## src/hw/rtl/sstrl_pkg.sv

```systemverilog
`default_nettype none

package sstrl_pkg;

  localparam int unsigned MsWidth    = 17;
  localparam int unsigned CoordWidth = 11;

  localparam logic [MsWidth-1:0] SAT_MS        = 17'd99999;
  localparam logic [MsWidth-1:0] GREEN_LIMIT_RST = 17'd20000;
  localparam logic [7:0]         DIGIT_TOP_RST   = 8'd84;
  localparam logic [6:0]         DIGIT_WIDTH_RST = 7'd34;
  localparam logic [7:0]         DIGIT_HEIGHT_RST = 8'd72;
  localparam logic [4:0]         BAR_THICK_RST   = 5'd6;

  localparam logic [15:0] COL_BLACK = 16'h0000;
  localparam logic [15:0] COL_GREEN = 16'h07E0;
  localparam logic [15:0] COL_RED   = 16'hF800;
  localparam logic [15:0] COL_GRAY  = 16'h8410;

  localparam logic signed [CoordWidth-1:0] SCREEN_W = 11'sd280;
  localparam logic signed [CoordWidth-1:0] SCREEN_H = 11'sd240;

  localparam logic [8:0] CLEAR_LEFT   = 9'd8;
  localparam logic [7:0] CLEAR_TOP    = 8'd72;
  localparam logic [8:0] CLEAR_RIGHT  = 9'd237;
  localparam logic [7:0] CLEAR_BOTTOM = 8'd163;
  localparam logic [8:0] POINT_LEFT   = 9'd99;
  localparam logic [7:0] POINT_TOP    = 8'd146;
  localparam logic [8:0] POINT_RIGHT  = 9'd106;
  localparam logic [7:0] POINT_BOTTOM = 8'd153;

  localparam logic [2:0] LAST_DIGIT = 3'd4;
  localparam logic [2:0] LAST_SEG   = 3'd6;

  // configuration register indexes
  localparam logic [2:0] CFG_GREEN_LIMIT  = 3'd0;
  localparam logic [2:0] CFG_DIGIT_TOP    = 3'd1;
  localparam logic [2:0] CFG_DIGIT_WIDTH  = 3'd2;
  localparam logic [2:0] CFG_DIGIT_HEIGHT = 3'd3;
  localparam logic [2:0] CFG_BAR_THICK    = 3'd4;

  // bar codes, A..G
  localparam logic [2:0] SEG_A = 3'd0;
  localparam logic [2:0] SEG_B = 3'd1;
  localparam logic [2:0] SEG_C = 3'd2;
  localparam logic [2:0] SEG_D = 3'd3;
  localparam logic [2:0] SEG_E = 3'd4;
  localparam logic [2:0] SEG_F = 3'd5;

  typedef enum logic [2:0] {
    ST_IDLE,
    ST_SPLIT,
    ST_CLEAR,
    ST_BARS,
    ST_POINT
  } state_e;

  typedef enum logic [1:0] {
    RK_CLEAR,
    RK_BAR,
    RK_POINT
  } rect_kind_e;

  typedef logic [4:0][3:0] digits_t;

  typedef struct packed {
    logic [7:0] top;
    logic [6:0] width;
    logic [7:0] height;
    logic [4:0] thick;
  } geom_t;

  typedef struct packed {
    rect_kind_e  kind;
    logic [2:0]  digit_idx;
    logic [3:0]  digit;
    logic [2:0]  seg;
    logic [15:0] color;
  } rect_req_t;

  typedef struct packed {
    logic        keep;
    logic [8:0]  left;
    logic [7:0]  top;
    logic [8:0]  right;
    logic [7:0]  bottom;
    logic [15:0] color;
    logic        last;
  } rect_t;

  function automatic logic [6:0] seg_pattern(input logic [3:0] digit);
    logic [6:0] pat;
    unique case (digit)
      4'd0:    pat = 7'h3F;
      4'd1:    pat = 7'h06;
      4'd2:    pat = 7'h5B;
      4'd3:    pat = 7'h4F;
      4'd4:    pat = 7'h66;
      4'd5:    pat = 7'h6D;
      4'd6:    pat = 7'h7D;
      4'd7:    pat = 7'h07;
      4'd8:    pat = 7'h7F;
      4'd9:    pat = 7'h6F;
      default: pat = 7'h00;
    endcase
    return pat;
  endfunction

  function automatic logic [8:0] digit_x(input logic [2:0] idx);
    logic [8:0] x;
    unique case (idx)
      3'd0:    x = 9'd18;
      3'd1:    x = 9'd60;
      3'd2:    x = 9'd112;
      3'd3:    x = 9'd154;
      default: x = 9'd196;
    endcase
    return x;
  endfunction

  function automatic logic [MsWidth-1:0] dec_weight(input logic [1:0] idx);
    logic [MsWidth-1:0] v;
    unique case (idx)
      2'd0:    v = 17'd10000;
      2'd1:    v = 17'd1000;
      2'd2:    v = 17'd100;
      default: v = 17'd10;
    endcase
    return v;
  endfunction

endpackage

`default_nettype wire

```

## src/hw/rtl/sstrl_digits.sv

```systemverilog
`default_nettype none

// Decimal split by repeated compare-and-subtract on one shared subtractor.
module sstrl_digits (
  input  wire logic                          clk_i,
  input  wire logic                          rst_ni,
  input  wire logic                          start_i,
  input  wire logic [sstrl_pkg::MsWidth-1:0] ms_i,
  output      logic                          done_o,
  output      sstrl_pkg::digits_t            digits_o
);

  logic                          busy_q, busy_d;
  logic [sstrl_pkg::MsWidth-1:0] rem_q, rem_d;
  logic [1:0]                    pow_q, pow_d;
  logic [3:0]                    cnt_q, cnt_d;
  sstrl_pkg::digits_t            digits_q, digits_d;
  logic [sstrl_pkg::MsWidth-1:0] weight;
  logic [sstrl_pkg::MsWidth-1:0] diff;
  logic                          ge;

  assign weight = sstrl_pkg::dec_weight(pow_q);
  assign ge     = rem_q >= weight;
  assign diff   = rem_q - weight;

  always_comb begin
    busy_d   = busy_q;
    rem_d    = rem_q;
    pow_d    = pow_q;
    cnt_d    = cnt_q;
    digits_d = digits_q;
    done_o   = 1'b0;
    if (start_i) begin
      busy_d = 1'b1;
      rem_d  = ms_i;
      pow_d  = 2'd0;
      cnt_d  = 4'd0;
    end else if (busy_q) begin
      if (ge) begin
        rem_d = diff;
        cnt_d = cnt_q + 4'd1;
      end else begin
        digits_d[{1'b0, pow_q}] = cnt_q;
        cnt_d = 4'd0;
        if (pow_q == 2'd3) begin
          // what is left is the units digit
          digits_d[4] = rem_q[3:0];
          busy_d      = 1'b0;
          done_o      = 1'b1;
        end else begin
          pow_d = pow_q + 2'd1;
        end
      end
    end
  end

  always_ff @(posedge clk_i or negedge rst_ni) begin
    if (!rst_ni) begin
      busy_q <= 1'b0;
    end else begin
      busy_q <= busy_d;
    end
  end

  always_ff @(posedge clk_i) begin
    rem_q    <= rem_d;
    pow_q    <= pow_d;
    cnt_q    <= cnt_d;
    digits_q <= digits_d;
  end

  assign digits_o = digits_q;

endmodule

`default_nettype wire

```

## src/hw/rtl/sstrl_rect_gen.sv

```systemverilog
`default_nettype none

// Rectangle corners for the current step, with lit and on-screen check.
module sstrl_rect_gen (
  input  wire sstrl_pkg::rect_req_t req_i,
  input  wire sstrl_pkg::geom_t     geom_i,
  output      sstrl_pkg::rect_t     rect_o
);

  typedef logic signed [sstrl_pkg::CoordWidth-1:0] coord_t;

  coord_t     x_s, y_s, w_s, h_s, t_s, half_s, th_s, tc_s;
  coord_t     l_s, tp_s, r_s, b_s;
  logic [5:0] t_inc;
  logic [6:0] pattern;
  logic       lit;
  logic       fits;

  assign x_s    = $signed({2'b00, sstrl_pkg::digit_x(req_i.digit_idx)});
  assign y_s    = $signed({3'b000, geom_i.top});
  assign w_s    = $signed({4'b0000, geom_i.width});
  assign h_s    = $signed({3'b000, geom_i.height});
  assign t_s    = $signed({6'b000000, geom_i.thick});
  assign half_s = $signed({4'b0000, geom_i.height[7:1]});
  assign th_s   = $signed({7'b0000000, geom_i.thick[4:1]});
  assign t_inc  = {1'b0, geom_i.thick} + 6'd1;
  assign tc_s   = $signed({6'b000000, t_inc[5:1]});

  always_comb begin
    unique case (req_i.seg)
      sstrl_pkg::SEG_A: begin
        l_s  = x_s + t_s;
        r_s  = x_s + w_s - t_s - 11'sd1;
        tp_s = y_s;
        b_s  = y_s + t_s - 11'sd1;
      end
      sstrl_pkg::SEG_B: begin
        l_s  = x_s + w_s - t_s;
        r_s  = x_s + w_s - 11'sd1;
        tp_s = y_s + t_s;
        b_s  = y_s + half_s - 11'sd1;
      end
      sstrl_pkg::SEG_C: begin
        l_s  = x_s + w_s - t_s;
        r_s  = x_s + w_s - 11'sd1;
        tp_s = y_s + half_s;
        b_s  = y_s + h_s - t_s - 11'sd1;
      end
      sstrl_pkg::SEG_D: begin
        l_s  = x_s + t_s;
        r_s  = x_s + w_s - t_s - 11'sd1;
        tp_s = y_s + h_s - t_s;
        b_s  = y_s + h_s - 11'sd1;
      end
      sstrl_pkg::SEG_E: begin
        l_s  = x_s;
        r_s  = x_s + t_s - 11'sd1;
        tp_s = y_s + half_s;
        b_s  = y_s + h_s - t_s - 11'sd1;
      end
      sstrl_pkg::SEG_F: begin
        l_s  = x_s;
        r_s  = x_s + t_s - 11'sd1;
        tp_s = y_s + t_s;
        b_s  = y_s + half_s - 11'sd1;
      end
      default: begin
        // middle bar, centered on half
        l_s  = x_s + t_s;
        r_s  = x_s + w_s - t_s - 11'sd1;
        tp_s = y_s + half_s - th_s;
        b_s  = y_s + half_s + tc_s - 11'sd1;
      end
    endcase
  end

  assign pattern = sstrl_pkg::seg_pattern(req_i.digit);
  assign lit     = pattern[req_i.seg];
  assign fits    = !l_s[sstrl_pkg::CoordWidth-1] && !tp_s[sstrl_pkg::CoordWidth-1] &&
                   (l_s <= r_s) && (tp_s <= b_s) &&
                   (r_s < sstrl_pkg::SCREEN_W) && (b_s < sstrl_pkg::SCREEN_H);

  always_comb begin
    rect_o.color = req_i.color;
    unique case (req_i.kind)
      sstrl_pkg::RK_CLEAR: begin
        rect_o.keep   = 1'b1;
        rect_o.left   = sstrl_pkg::CLEAR_LEFT;
        rect_o.top    = sstrl_pkg::CLEAR_TOP;
        rect_o.right  = sstrl_pkg::CLEAR_RIGHT;
        rect_o.bottom = sstrl_pkg::CLEAR_BOTTOM;
        rect_o.color  = sstrl_pkg::COL_BLACK;
        rect_o.last   = 1'b0;
      end
      sstrl_pkg::RK_POINT: begin
        rect_o.keep   = 1'b1;
        rect_o.left   = sstrl_pkg::POINT_LEFT;
        rect_o.top    = sstrl_pkg::POINT_TOP;
        rect_o.right  = sstrl_pkg::POINT_RIGHT;
        rect_o.bottom = sstrl_pkg::POINT_BOTTOM;
        rect_o.last   = 1'b1;
      end
      default: begin
        rect_o.keep   = lit && fits;
        rect_o.left   = l_s[8:0];
        rect_o.top    = tp_s[7:0];
        rect_o.right  = r_s[8:0];
        rect_o.bottom = b_s[7:0];
        rect_o.last   = 1'b0;
      end
    endcase
  end

endmodule

`default_nettype wire

```

## src/hw/rtl/seven_segment_time_rect_list.sv

```systemverilog
// Seven-segment time renderer: turns one elapsed time in milliseconds into a
// list of rectangle fill commands (clear, lit bars of SS.mmm, decimal point).
// Input channel: in_valid_i / in_stall_o with elapsed_ms_i. A word is taken
// when valid is high and stall is low; stall stays high from acceptance until
// the decimal point has been loaded into the output register.
// Output channel: out_valid_o / out_stall_i with the rectangle fields; one
// word per accepted rectangle, last_rect_o marks the decimal point.
// Flow: the decimal split runs on one compare/subtract unit, one step a
// cycle. Then one candidate rectangle per cycle unless the output stalls:
// 37 candidates (clear, 5 x 7 bars, point); unlit or off-screen bars take
// their step in the walk but give no word.
// A stall on the output holds the output register and freezes the bar walk.
// Configuration writes (cfg_we_i, cfg_index_i, cfg_data_i) take effect at the
// next edge; make them only while the block is idle.
// Reset loads the register defaults and empties the block.
`default_nettype none

module seven_segment_time_rect_list (
  input  wire logic        clk_i,
  input  wire logic        rst_ni,
  input  wire logic        cfg_we_i,
  input  wire logic [2:0]  cfg_index_i,
  input  wire logic [16:0] cfg_data_i,
  input  wire logic        in_valid_i,
  output      logic        in_stall_o,
  input  wire logic [31:0] elapsed_ms_i,
  output      logic        out_valid_o,
  input  wire logic        out_stall_i,
  output      logic [8:0]  rect_left_o,
  output      logic [7:0]  rect_top_o,
  output      logic [8:0]  rect_right_o,
  output      logic [7:0]  rect_bottom_o,
  output      logic [15:0] rect_color_o,
  output      logic        last_rect_o
);

  sstrl_pkg::state_e    state_q, state_d;
  logic [16:0]          green_limit_q;
  sstrl_pkg::geom_t     geom_q;
  logic [2:0]           digit_q, digit_d;
  logic [2:0]           seg_q, seg_d;
  logic [15:0]          color_q, color_d;
  logic                 out_valid_q, out_valid_d;
  sstrl_pkg::rect_t     out_q;
  sstrl_pkg::rect_req_t req;
  sstrl_pkg::rect_t     rect;
  sstrl_pkg::digits_t   digits;
  logic [16:0]          ms_sat;
  logic                 accept;
  logic                 adv;
  logic                 load;
  logic                 dig_done;
  logic                 bars_end;

  assign accept   = in_valid_i && !in_stall_o;
  assign adv      = !out_valid_q || !out_stall_i;
  assign bars_end = (seg_q == sstrl_pkg::LAST_SEG) && (digit_q == sstrl_pkg::LAST_DIGIT);
  assign ms_sat   = (elapsed_ms_i > {15'd0, sstrl_pkg::SAT_MS}) ? sstrl_pkg::SAT_MS
                                                                : elapsed_ms_i[16:0];

  sstrl_digits u_digits (
    .clk_i    (clk_i),
    .rst_ni   (rst_ni),
    .start_i  (accept),
    .ms_i     (ms_sat),
    .done_o   (dig_done),
    .digits_o (digits)
  );

  sstrl_rect_gen u_rect_gen (
    .req_i  (req),
    .geom_i (geom_q),
    .rect_o (rect)
  );

  // next state
  always_comb begin
    state_d = state_q;
    unique case (state_q)
      sstrl_pkg::ST_IDLE:  if (accept) state_d = sstrl_pkg::ST_SPLIT;
      sstrl_pkg::ST_SPLIT: if (dig_done) state_d = sstrl_pkg::ST_CLEAR;
      sstrl_pkg::ST_CLEAR: if (adv) state_d = sstrl_pkg::ST_BARS;
      sstrl_pkg::ST_BARS:  if (adv && bars_end) state_d = sstrl_pkg::ST_POINT;
      sstrl_pkg::ST_POINT: if (adv) state_d = sstrl_pkg::ST_IDLE;
      default:             state_d = sstrl_pkg::ST_IDLE;
    endcase
  end

  // outputs of the sequencer
  always_comb begin
    in_stall_o    = 1'b1;
    req.kind      = sstrl_pkg::RK_BAR;
    req.digit_idx = digit_q;
    req.digit     = digits[digit_q];
    req.seg       = seg_q;
    req.color     = color_q;
    load          = 1'b0;
    unique case (state_q)
      sstrl_pkg::ST_IDLE: in_stall_o = 1'b0;
      sstrl_pkg::ST_CLEAR: begin
        req.kind = sstrl_pkg::RK_CLEAR;
        load     = adv;
      end
      sstrl_pkg::ST_BARS: load = adv && rect.keep;
      sstrl_pkg::ST_POINT: begin
        req.kind = sstrl_pkg::RK_POINT;
        load     = adv;
      end
      default: load = 1'b0;
    endcase
  end

  // bar walk counters and color pick
  always_comb begin
    digit_d = digit_q;
    seg_d   = seg_q;
    color_d = color_q;
    if (accept) begin
      digit_d = 3'd0;
      seg_d   = 3'd0;
      if (ms_sat == 17'd0) begin
        color_d = sstrl_pkg::COL_GRAY;
      end else if (ms_sat <= green_limit_q) begin
        color_d = sstrl_pkg::COL_GREEN;
      end else begin
        color_d = sstrl_pkg::COL_RED;
      end
    end else if (state_q == sstrl_pkg::ST_BARS && adv) begin
      if (seg_q == sstrl_pkg::LAST_SEG) begin
        seg_d   = 3'd0;
        digit_d = digit_q + 3'd1;
      end else begin
        seg_d = seg_q + 3'd1;
      end
    end
  end

  always_comb begin
    out_valid_d = out_valid_q;
    if (load) begin
      out_valid_d = 1'b1;
    end else if (!out_stall_i) begin
      out_valid_d = 1'b0;
    end
  end

  always_ff @(posedge clk_i or negedge rst_ni) begin
    if (!rst_ni) begin
      state_q       <= sstrl_pkg::ST_IDLE;
      out_valid_q   <= 1'b0;
      green_limit_q <= sstrl_pkg::GREEN_LIMIT_RST;
      geom_q.top    <= sstrl_pkg::DIGIT_TOP_RST;
      geom_q.width  <= sstrl_pkg::DIGIT_WIDTH_RST;
      geom_q.height <= sstrl_pkg::DIGIT_HEIGHT_RST;
      geom_q.thick  <= sstrl_pkg::BAR_THICK_RST;
    end else begin
      state_q     <= state_d;
      out_valid_q <= out_valid_d;
      if (cfg_we_i) begin
        unique case (cfg_index_i)
          sstrl_pkg::CFG_GREEN_LIMIT:  green_limit_q <= cfg_data_i;
          sstrl_pkg::CFG_DIGIT_TOP:    geom_q.top    <= cfg_data_i[7:0];
          sstrl_pkg::CFG_DIGIT_WIDTH:  geom_q.width  <= cfg_data_i[6:0];
          sstrl_pkg::CFG_DIGIT_HEIGHT: geom_q.height <= cfg_data_i[7:0];
          sstrl_pkg::CFG_BAR_THICK:    geom_q.thick  <= cfg_data_i[4:0];
          default: ;
        endcase
      end
    end
  end

  always_ff @(posedge clk_i) begin
    digit_q <= digit_d;
    seg_q   <= seg_d;
    color_q <= color_d;
    if (load) begin
      out_q <= rect;
    end
  end

  assign out_valid_o   = out_valid_q;
  assign rect_left_o   = out_q.left;
  assign rect_top_o    = out_q.top;
  assign rect_right_o  = out_q.right;
  assign rect_bottom_o = out_q.bottom;
  assign rect_color_o  = out_q.color;
  assign last_rect_o   = out_q.last;

  a_accept_split: assert property (@(posedge clk_i) disable iff (!rst_ni)
    accept |=> state_q == sstrl_pkg::ST_SPLIT)
    else $error("accepted word did not start the decimal split");

  a_no_overwrite: assert property (@(posedge clk_i) disable iff (!rst_ni)
    !(load && out_valid_q && out_stall_i))
    else $error("output register overwritten while stalled");

  a_point_last: assert property (@(posedge clk_i) disable iff (!rst_ni)
    (state_q == sstrl_pkg::ST_POINT && adv) |=> (out_valid_o && last_rect_o))
    else $error("decimal point not presented as last word");

  a_done_in_split: assert property (@(posedge clk_i) disable iff (!rst_ni)
    dig_done |-> state_q == sstrl_pkg::ST_SPLIT)
    else $error("digit split finished outside split state");

  a_clear_first: assert property (@(posedge clk_i) disable iff (!rst_ni)
    (state_q == sstrl_pkg::ST_CLEAR && adv) |=> (out_valid_o && !last_rect_o &&
      rect_color_o == sstrl_pkg::COL_BLACK))
    else $error("clear word missing at start of list");

endmodule

`default_nettype wire
```

## config.mk

```make
export PLATFORM = sky130hd
export DESIGN_NAME = seven_segment_time_rect_list
export DESIGN_NICKNAME = d
export VERILOG_FILES = /design/src/hw/rtl/sstrl_pkg.sv /design/src/hw/rtl/sstrl_digits.sv /design/src/hw/rtl/sstrl_rect_gen.sv /design/src/hw/rtl/seven_segment_time_rect_list.sv
export SDC_FILE = /design/constraint.sdc
export NUM_CORES = 1
export LEC_CHECK = 0
export ABC_AREA = 0
export BUFFER_PORTS_ARGS = -buffer_cell sky130_fd_sc_hd__buf_2
export CAP_MARGIN = 20
export CORE_MARGIN = 2
export CORE_UTILIZATION = 45
export CTS_CLUSTER_DIAMETER = 200
export CTS_CLUSTER_SIZE = 40
export DETAILED_ROUTE_END_ITERATION = 10
export SLEW_MARGIN = 5
export SYNTH_ARGS = -nofsm -noshare
export SYNTH_HDL_FRONTEND = slang
export SYNTH_SLANG_ARGS = --single-unit
export TNS_END_PERCENT = 1
```

## constraint.sdc

```tcl
create_clock -name clk_i -period 9.1 [get_ports clk_i]
set_input_delay 0.91 -clock clk_i [delete_from_list [all_inputs] [get_ports clk_i]]
set_output_delay 0.91 -clock clk_i [all_outputs]
set_load 0.1 [all_outputs]
```

==> key figures, run 1 <==
CTS
  • Clock sinks: about 140
  • CTS tree: built
  • H-tree levels: 4
  • Clk slew on worst S/H paths: roughly 0.060 ns
  • Worst-case clock buffer depth: 2
  • CTS Buf Count: 17
  • Setup repair bufs after CTS: 0
  • Clk_lat worst skew: 0.43 ns
  • Hold buffers post-CTS: 0
  • CTS root buffer: clkbuf_16

Detailed routing
  • Initial drt markers: 875
  • Routed wire per std cell: 18.1 µm
  • Total vias in the final route: between 10000 and 15000
  • DRC viols: 0
  • Antenna Violating Nets Remaining: 0
  • Pre-antenna DRT Iters: 7
  • Drt total wl: approximately 34000 µm
  • Post-DR vias/cell: between 5 and 6

Synth
  • Share of the synthesized area in the top cell type: 0.195
  • #FFs+latches synth: between 100 and 150
  • XOR/XNOR share of the synthesized area: 0.0473
  • Mean Syn Cell Area: 8.83 µm²
  • Adder-cell share of the synthesized area: 0.147
  • Sequential area share after synthesis: 0.315
  • Mapped cell area: 12600 µm²
  • Synth Flop Type: edfxtp_1
  • Post-synth EDFFs: 82
  • Most area-consuming cells after synthesis: edfxtp_1, ha_1, dfrtp_1
  • Largest family of logic cells by synthesized area: compound AO/OA/AOI/OAI gates
  • Synth top cells by count: ha_1, nand2_1, nor2_1
  • Simple-Gate Fraction of Synth Area: 0.183
  • Compound-cell area share of the yosys netlist: 0.210
  • Post-synth ARST share: 0.347
  • Yosys top cell by area: edfxtp_1
  • Post-synthesis mux area share: 0.0443
  • Mapped Cells: around 1400
  • Ys Warns: 0
  • Netlist cell types: between 80 and 90
  • Most common cell in the netlist: ha_1

Layout
  • Final nets: 1709
  • Filler cells: 2664
  • Fraction of layout cells with a size suffix above 1: 0.152
  • Area Growth Syn to Fin: 11.6%
  • Antenna diode count: 0
  • Multi-input gate area: ~8000 µm²
  • Register area: slightly below 4000 µm²

GRT
  • Largest net degree at the start of global routing: 56
  • Total track usage: 0.238
  • First-pass GRT wire length: around 55000 µm
  • Total gr overflow: 0
  • Initial antenna violation count: 0
  • Vias in the first global route: slightly above 10000

Critical path
  • Top delay family on crit path: compound AO/OA/AOI/OAI gates
  • Critical Path AT: 8.37 ns
  • Reg2reg setup slack: about 0.80 ns
  • Worst setup SP type: flop
  • Setup crit end kind: flop
  • Worst R2R Path Depth: 30
  • Slowest stage delay, CP: 0.73 ns
  • Worst Path Max Fanout: 40
  • Worst path slowest cell: dfxtp_1
  • Cell mode on critical path: ha_1
  • Buf/Inv on CP: 2
  • WP depth: 30
  • Crit Path Category: reg -> reg
  • CP required: just over 9 ns

STA
  • Slew @ Worst Pin: slightly below 1 ns
  • Pins Over Slew Limit: 0
  • RSZ-0062 raised after global routing: no
  • Fmax achieved: ~120 MHz
  • Setup Viol. Count Final: 0
  • Max-slew headroom: 0.341
  • Fin crit share: 0.912
  • Final setup TNS: 0 ns
  • Final hold vios: 0
  • Worst clock skew: ~0.015 ns
  • Min cycle time layout: a little over 8 ns

Floorplan
  • Die Span Y: approximately 170 µm
  • Rows: 61
  • Starting Density: 0.455
  • # IOs: 110
  • Die width: 171 µm
  • Die ar.: about 29000 µm²
  • Core ar.: 27700 µm²

Placed design
  • HPWL Detailed: around 27000 µm
  • GPL Wtd Cong: a little under 0.9
  • Input/output buffers: between 100 and 150

Flow run
  • Maxcap violations: 0

Min path
  • Hold Crit Class: reg -> reg
  • Worst Hold Depth: 1

Status
  • Status: complete, no violations
==> worst paths after layout <==
check,startpoint,to
worst max-delay path,digit_q[2],rect_right_o[0]
worst min-delay path,color_q[14],rect_color_o[14]
worst min register to register,color_q[14],rect_color_o[14]
max in group asynchronous,rst_ni,geom_q[13]
worst max register to register,digit_q[2],rect_right_o[0]
min in group asynchronous,rst_ni,u_digits.busy_q
==> worst reg2reg max path, delay by kind of cell, from the launching register on <==
family          cells  cell delay, ns
compound gates     15            3.41
simple gates        8            1.74
fa+ha+maj           4            1.26
flops               1            0.73
buf+inv             2            0.63
xor+xnor            1            0.15
==> logic make-up after synthesis <==
family,after synthesis
simple gates,456
compound gates,406
buf+inv,160
flops,144
fa+ha+maj,142
xor+xnor,68
mux,50
other cells,1
==> layer usage <==
layer / wire length (µm) / up-vias / share of wire / GRT usage
met1: 16500 / 5143 / 0.48 / 0.341
met2: 15300 / 373 / 0.44 / 0.376
li1: - / 5402 / - / -
met4: 656 / 0 / 0.019 / 0.0678
met3: 2000 / 40 / 0.058 / 0.0331
met5: 0 / - / 0 / 0
==> stage by stage <==
step | hold WS (ns) | util | setup WS [ns] | cells | cell area [µm²]
2_1_floorplan | 0.480 | - | 1.25 | 1430 | 12600
3_3_place_gp | 0.499 | 0.485 | 1.11 | 1867 | 13400
3_5_place_dp | 0.500 | 0.485 | 0.681 | 1867 | 13400
4_1_cts | 0.516 | 0.506 | 0.632 | 1899 | 14000
5_1_grt | 0.533 | 0.507 | 0.0570 | 1901 | 14100
6_report | 0.517 | 0.507 | 0.797 | 1901 | 14100
==> layout by cell type, fill, tap and decap left out, drive strengths merged, types with 12 or more instances in the layout <==
cell type / netlist / layout
mux2i: 24 / 24
nand2b: 24 / 24
clkbuf: 42 / 17
a21o: 25 / 25
mux2: 26 / 26
dfstp: 14 / 14
nor4: 17 / 17
a31oi: 13 / 13
or2: 12 / 12
nand2: 116 / 116
a211oi: 20 / 20
inv: 94 / 102
nor3: 32 / 32
nor2: 115 / 115
xnor2: 42 / 42
nand4: 18 / 18
edfxtp: 82 / 82
nor2b: 17 / 17
dfxtp: 12 / 12
o21a: 15 / 15
buf: 23 / 126
o22ai: 12 / 12
o211ai: 12 / 12
nand3: 30 / 30
xor2: 26 / 26
dfrtp: 36 / 36
a21oi: 103 / 103
and2: 25 / 25
ha: 132 / 132
o21ai: 104 / 104
==> cell type report <==
cell class,count,area share
clock inverters,15,0.0105
flip-flops and latches,144,0.283
repair buffers,126,0.0500
multi-input cells,1126,0.568
well taps,378,0.0336
inverters,95,0.0254
clock buffers,17,0.0303
==> registers in the layout, indices dropped and copies added (netlist names), 2 cells and up <==
signal	cells
u_digits.digits_o	20
rect_color_o	5
state_q	3
seg_q	3
color_q	5
rect_top_o	8
rect_left_o	9
u_digits.pow_q	2
u_digits.rem_q	17
u_digits.cnt_q	4
rect_right_o	9
rect_bottom_o	8
digit_q	3
geom_q	28
green_limit_q	17
==> repair_timing <==
action / in CTS / in global routing
setup endpoints to repair: 0 / 40
hold endpoints to repair: 0 / 0
resized for setup: 0 / 1
Power of run 1 is left out: the tool's default activity adds up to more than one toggle a clock period on the data nets, which glitch-free logic cannot reach.
==> run 2: changes to the inputs <==
--- a/config.mk
+++ b/config.mk
@@ -9,7 +9,7 @@
 export BUFFER_PORTS_ARGS = -buffer_cell sky130_fd_sc_hd__buf_2
 export CAP_MARGIN = 20
 export CORE_MARGIN = 2
-export CORE_UTILIZATION = 45
+export CORE_UTILIZATION = 38
 export CTS_CLUSTER_DIAMETER = 200
 export CTS_CLUSTER_SIZE = 40
 export DETAILED_ROUTE_END_ITERATION = 10
==> run 2 against run 1 <==
Compared with the run above:
- via count shrank 0.31%
- register-to-register slack improved by 0.16 ns
- utilization decreased by 7.6 points
- largest cell class unchanged
- clock skew up 0.00052 ns
- maximum frequency grew 2.0%
- setup slack better by 0.16 ns
==> key figures, run 2 (synthesis gave the netlist of run 1 again) <==
CTS
  • Clk_lat worst skew: 0.45 ns (+0.02 ns)
  • Worst-case clock buffer depth: 2 (unchanged)
  • Clk slew on worst S/H paths: 0.07 ns (about the same)
  • H-tree levels: 4 (unchanged)
  • Clock sinks: 144 (unchanged)
  • CTS root buffer: clkbuf_16
  • Hold buffers post-CTS: 0 (unchanged)
  • CTS tree: built
  • CTS Buf Count: 17 (unchanged)

Layout
  • Commonest non-fill, non-tap cell in the layout: ha_1
  • Fin area: 14100 µm² (+0.19%)
  • Most frequent cells in the layout: ha_1, nand2_1, nor2_1
  • Final nets: 1704 (-0.29%)
  • Area Growth Syn to Fin: 11.8%
  • Number of flip-flops under the largest register name: 28 (unchanged)
  • Largest register by flop count: geom_q
  • Fin cells: 1962 (+3.2%)
  • Fraction of layout cells with a size suffix above 1: 0.151 (-0.00147)

GRT
  • Initial antenna violation count: 4 (+4)
  • First-pass GRT wire length: 55000 µm (+0.42%)
  • Vias in the first global route: 10300 (+1.3%)
  • Total track usage: 0.203 (-0.0354)
  • Total gr overflow: 0 (unchanged)
  • Largest net degree at the start of global routing: 56 (unchanged)

Floorplan
  • Starting Density: 0.386 (-0.0685)
  • Core ar.: 32600 µm² (+18%)
  • Rows: 66 (+8.2%)
  • Die width: 186 µm (+8.6%)
  • Die Span Y: 186 µm (+8.6%)
  • Die ar.: 34600 µm² (+18%)
  • # IOs: 110 (unchanged)

STA
  • Fmax achieved: 123 MHz (+2.0%)
  • Setup Viol. Count Final: 0 (unchanged)
  • Fin crit share: 0.895 (-0.0175)
  • RSZ-0062 raised after global routing: no
  • Pins Over Slew Limit: 0 (unchanged)
  • Worst clock skew: 0.0158 ns (+0.000523 ns)
  • Slew @ Worst Pin: 0.976 ns (-0.00829 ns)
  • Max-slew headroom: 0.347 (+0.00619)
  • Final setup TNS: 0 ns (unchanged)
  • Final hold vios: 0 (unchanged)
  • Min cycle time layout: 8.14 ns (-0.159 ns)

Detailed routing
  • Total vias in the final route: 10900 (-0.31%)
  • Routed wire per std cell: 17.4 µm (-4.0%)
  • Pre-antenna DRT Iters: 5 (-2)
  • Antenna Violating Nets Remaining: 0 (unchanged)
  • Post-DR vias/cell: 5.57 (-3.4%)
  • Drt total wl: 34100 µm (-0.91%)
  • DRC viols: 0 (unchanged)
  • Initial drt markers: 880 (+0.57%)

Critical path
  • CP required: 9.18 ns (about the same)
  • Setup crit end kind: flop
  • Cell mode on critical path: ha_1
  • Worst Path Max Fanout: 40 (unchanged)
  • Critical Path AT: 8.22 ns (-0.15 ns)
  • Worst setup SP type: flop
  • Worst path slowest cell: dfxtp_1
  • Slowest stage delay, CP: 0.70 ns (-0.03 ns)
  • Crit Path Category: reg -> reg

Placed design
  • GPL Wtd Cong: 0.878 (about the same)
  • Input/output buffers: 105 (unchanged)
  • HPWL Detailed: 26500 µm (-0.43%)
  • Placed cells: 1928 (+3.3%)
  • Area after DPL: 13500 µm² (+0.43%)

Flow run
  • Maxcap violations: 0 (unchanged)

Min path
  • Hold Crit Class: reg -> reg

Status
  • Status: complete, no violations
-- run 2: changes by cell type in the layout (fill, tap and decap cells not counted), sizes merged --
cell	delta
inv	+1
clkinvlp	+1
bufinv	-1
diode	+2
clkinv	-1
buf	-5
-- run 2: metal layers --
layer | GRT usage | vias up | part of all wire | wire length, µm
li1 | - | 5392 | - | -
met1 | 0.280 | 5099 | 0.47 | 16100
met2 | 0.317 | 385 | 0.44 | 14900
met3 | 0.0466 | 44 | 0.072 | 2450
met4 | 0.0586 | 4 | 0.020 | 680
met5 | 0 | - | 0.00053 | 18
-- run 2: final cells by class --
class,instances,area (µm²)
Fill cell,3197,18500
Multi-Input combinational cell,1126,7980
Sequential cell,144,3970
Timing Repair Buffer,121,646
Tap cell,442,553
Clock buffer,17,425
Inverter,95,357
Clock inverter,15,141
Antenna cell,2,5.00
-- run 2: per-stage QoR --
stage	hold WS (ns)	worst slack, ns	util
5_1_grt	0.544	0.126	0.432
3_3_place_gp	0.502	1.19	0.414
3_5_place_dp	0.501	0.787	0.414
4_1_cts	0.515	0.778	0.431
2_1_floorplan	0.480	1.25	-
6_report	0.510	0.956	0.432
-- run 2: worst max-delay path, delay by kind of cell (launching register included) --
| family | cells | cell delay, ns |
|---|---|---|
| buffers and inverters | 2 | 0.61 |
| AOI/OAI and AO/OA | 15 | 3.41 |
| DFF | 1 | 0.70 |
| adders and majority gates | 4 | 1.24 |
| xor gates and xnor gates | 1 | 0.13 |
| and+or+nand+nor | 8 | 1.71 |
-- run 2: path summary, 6_finish.rpt --
path | from | endpoint | slack (ns) | cells after the start
setup reg to reg | digit_q[2] | rect_top_o[1] | 0.96 | 30
hold reg to reg | green_limit_q[14] | green_limit_q[14] | 0.51 | 2
min in group asynchronous | rst_ni | green_limit_q[13] | 0.59 | 2
max in group asynchronous | rst_ni | out_valid_o | 8.05 | 2
hold / removal | green_limit_q[14] | green_limit_q[14] | 0.51 | 2
setup / recovery | digit_q[2] | rect_top_o[1] | 0.96 | 30
-- run 2: what timing repair did --
item	in CTS	in global routing
resized for setup	0	2
endpoints found under the setup margin	0	40
setup buffers	0	0
Power of run 2 is left out for the same reason.
==> run 3: changes to the inputs <==
--- a/config.mk
+++ b/config.mk
@@ -5,7 +5,7 @@
 export SDC_FILE = /design/constraint.sdc
 export NUM_CORES = 1
 export LEC_CHECK = 0
-export ABC_AREA = 0
+export ABC_AREA = 1
 export BUFFER_PORTS_ARGS = -buffer_cell sky130_fd_sc_hd__buf_2
 export CAP_MARGIN = 20
 export CORE_MARGIN = 2
@@ -13,8 +13,8 @@
 export CTS_CLUSTER_DIAMETER = 200
 export CTS_CLUSTER_SIZE = 40
 export DETAILED_ROUTE_END_ITERATION = 10
+export REMOVE_ABC_BUFFERS = 1
 export SLEW_MARGIN = 5
 export SYNTH_ARGS = -nofsm -noshare
 export SYNTH_HDL_FRONTEND = slang
 export SYNTH_SLANG_ARGS = --single-unit
-export TNS_END_PERCENT = 1
==> run 3 against run 2 <==
Compared with the run above:
- synthesized cell count is 16% higher
- non-clock buffer count decreased by 13
- area after synthesis decreased by 2.9%
- highest routed layer is now met4
==> key figures, run 3 <==
Status
  • Status: complete, no violations

Layout
  • Number of flip-flops under the largest register name: 28 (unchanged)
  • Register area: 3970 µm² (about the same)
  • Fraction of layout cells with a size suffix above 1: 0.122 (-0.0293)
  • Area Growth Syn to Fin: 11.9% (about the same)
  • Commonest non-fill, non-tap cell in the layout: nand2_1
  • Multi-input gate area: 7080 µm² (-11%)
  • Filler cells: 3202 (+0.16%)
  • Antenna diode count: 0 (-2)
  • Fin cells: 2163 (+10%)
  • Most frequent cells in the layout: nand2_1, inv_1, nor2_1, ha_1
  • Final nets: 1947 (+14%)
  • Largest register by flop count: geom_q

Critical path
  • CP required: 9.23 ns (+0.05 ns)
  • Critical Path AT: 6.47 ns (-1.75 ns)
  • Cell mode on critical path: nand2_1
  • R2r endpoint: rect_top_o[6]
  • Setup crit end kind: flop
  • Crit Path Category: reg -> reg
  • Worst R2R Path Depth: 40 (+33%)
  • FF-to-FF Start: digit_q[0]
  • Worst setup SP type: flop
  • CP Launch Point: digit_q[0]
  • Slowest stage delay, CP: 0.56 ns (-0.14 ns)
  • Worst Path Max Fanout: 32 (-20%)
  • Reg2reg setup slack: 2.76 ns (+1.80 ns)
  • Worst path slowest cell: dfxtp_1

Synth
  • Mapped cell area: 12200 µm² (-2.9%)
  • Share of the synthesized area in the top cell type: 0.201 (+0.00594)
  • XOR/XNOR share of the synthesized area: 0.0293 (-0.0180)
  • Post-synth ARST share: 0.347 (unchanged)
  • Compound-cell area share of the yosys netlist: 0.121 (-0.0886)
  • #FFs+latches synth: 144 (unchanged)
  • Largest family of logic cells by synthesized area: simple AND/OR/NAND/NOR gates
  • Sequential area share after synthesis: 0.325 (+0.00958)
  • Synth Flop Type: edfxtp_1
  • Synth top cells by count: nand2_1, inv_1, ha_1, nor2_1
  • Adder-cell share of the synthesized area: 0.151 (+0.00447)
  • Post-synth EDFFs: 82 (unchanged)
  • Most common cell in the netlist: nand2_1
  • Netlist cell types: 61 (-31%)
  • Yosys top cell by area: edfxtp_1
  • Simple-Gate Fraction of Synth Area: 0.275 (+0.0926)
  • Post-synthesis mux area share: 0 (-0.0443)
  • Mapped Cells: 1657 (+16%)
  • Mean Syn Cell Area: 7.38 µm² (-16%)
  • Most area-consuming cells after synthesis: edfxtp_1, ha_1, nand2_1
  • Ys Warns: 0 (unchanged)

GRT
  • Largest net degree at the start of global routing: 51 (-8.9%)
  • First-pass GRT wire length: 51200 µm (-6.9%)
  • Vias in the first global route: 10100 (-2.3%)
  • Total track usage: 0.191 (-0.0123)
  • Initial antenna violation count: 0 (-4)
  • Total gr overflow: 0 (unchanged)

Detailed routing
  • Drt total wl: 31500 µm (-7.5%)
  • Routed wire per std cell: 14.6 µm (-16%)
  • Pre-antenna DRT Iters: 5 (unchanged)
  • Antenna Violating Nets Remaining: 0 (unchanged)
  • DRC viols: 0 (unchanged)
  • Post-DR vias/cell: 5.06 (-9.1%)
  • Initial drt markers: 786 (-11%)
  • Total vias in the final route: 10900 (+0.23%)

STA
  • Min cycle time layout: 6.34 ns (-1.80 ns)
  • Fin crit share: 0.697 (-0.198)
  • Slew @ Worst Pin: 0.985 ns (+0.00829 ns)
  • Max-slew headroom: 0.342 (-0.00471)
  • Final setup TNS: 0 ns (unchanged)
  • Setup Viol. Count Final: 0 (unchanged)
  • Final hold vios: 0 (unchanged)
  • RSZ-0062 raised after global routing: no
  • Fmax achieved: 158 MHz (+28%)
  • Worst hold slack: 0.484 ns (-0.0256 ns)
  • Worst clock skew: 0.0119 ns (-0.00390 ns)
  • Pins Over Slew Limit: 0 (unchanged)
  • Fin worst setup slack: 2.76 ns (+1.80 ns)

Floorplan
  • Rows: 65 (-1.5%)
  • Die width: 183 µm (-1.5%)
  • Core ar.: 31600 µm² (-3.0%)
  • Die ar.: 33600 µm² (-2.9%)
  • # IOs: 110 (unchanged)
  • Die Span Y: 183 µm (-1.5%)
  • Starting Density: 0.386 (about the same)

Flow run
  • Maxcap violations: 0 (unchanged)

Placed design
  • GPL Wtd Cong: 0.889 (+1.3%)
  • Placed cells: 2131 (+11%)
  • Input/output buffers: 105 (unchanged)
  • HPWL Detailed: 25300 µm (-4.6%)
  • Pre-CTS setup slack: 2.85 ns (+2.06 ns)

CTS
  • H-tree levels: 4 (unchanged)
  • CTS Buf Count: 17 (unchanged)
  • Clk_lat worst skew: 0.44 ns (about the same)
  • Clk slew on worst S/H paths: 0.07 ns (about the same)
  • Worst-case clock buffer depth: 2 (unchanged)
  • CTS root buffer: clkbuf_16
  • Cts repair resizes: 0 (unchanged)
  • Hold buffers post-CTS: 0 (unchanged)
  • CTS tree: built
  • Setup repair bufs after CTS: 0 (unchanged)
  • Clock sinks: 144 (unchanged)

Min path
  • HP Start: green_limit_q[9]
  • Hold Crit Class: reg -> reg
  • Hold Crit Endpoint: green_limit_q[9]
  • Worst Hold Depth: 2 (unchanged)
[run 3: final cells by class]
type	count	share of cell area
clock buffer	17	0.0311
clock inverter	15	0.0107
inverter	262	0.0723
multi-input combinational	1215	0.518
sequential	144	0.290
tap	402	0.0368
timing repair buffer	108	0.0410
[run 3: cells by family (layout without fill, tap and decap cells)]
| kind of cell | Yosys count | count (layout) |
|---|---|---|
| compound gates | 265 | 265 |
| xor+xnor | 40 | 40 |
| fa+ha+maj | 142 | 142 |
| buf+inv | 301 | 402 |
| flops | 144 | 144 |
| other cells | 1 | 4 |
| simple gates | 764 | 764 |
[run 3: layer usage]
layer  vias up  routed length, µm  global-route usage  part of all wire
met1      5025              16000               0.277              0.51
met2       269              13800               0.298              0.44
met4         0                270              0.0371            0.0086
li1       5634                  -                   -                 -
met5         -                  0                   0                 0
met3        21               1500              0.0338             0.048
[run 3: through the flow]
step            util  cell area (µm²)
6_report       0.432            13700
3_5_place_dp   0.414            13100
5_1_grt        0.432            13700
2_1_floorplan      -            12000
3_3_place_gp   0.414            13100
4_1_cts        0.432            13700
[run 3: worst max-delay path, delay by kind of cell (launching register included)]
| family | cells | cell delay (ns) |
|---|---|---|
| adders and majority gates | 4 | 1.24 |
| DFF | 1 | 0.56 |
| and+or+nand+nor | 26 | 2.46 |
| buffers and inverters | 5 | 0.80 |
| AOI/OAI and AO/OA | 3 | 0.63 |
| xor gates and xnor gates | 2 | 0.33 |
[run 3: worst max-delay path by stage]
| stage | slack (ns) | endpoint |
|---|---|---|
| floorplan | 2.62 | last_rect_o |
| CTS | 2.79 | rect_top_o[6] |
| finish | 2.76 | rect_top_o[6] |
| global placement | 2.95 | rect_bottom_o[7] |
| global route | 2.04 | rect_top_o[6] |
| detailed placement | 2.85 | rect_bottom_o[7] |
Power of run 3 is left out for the same reason.
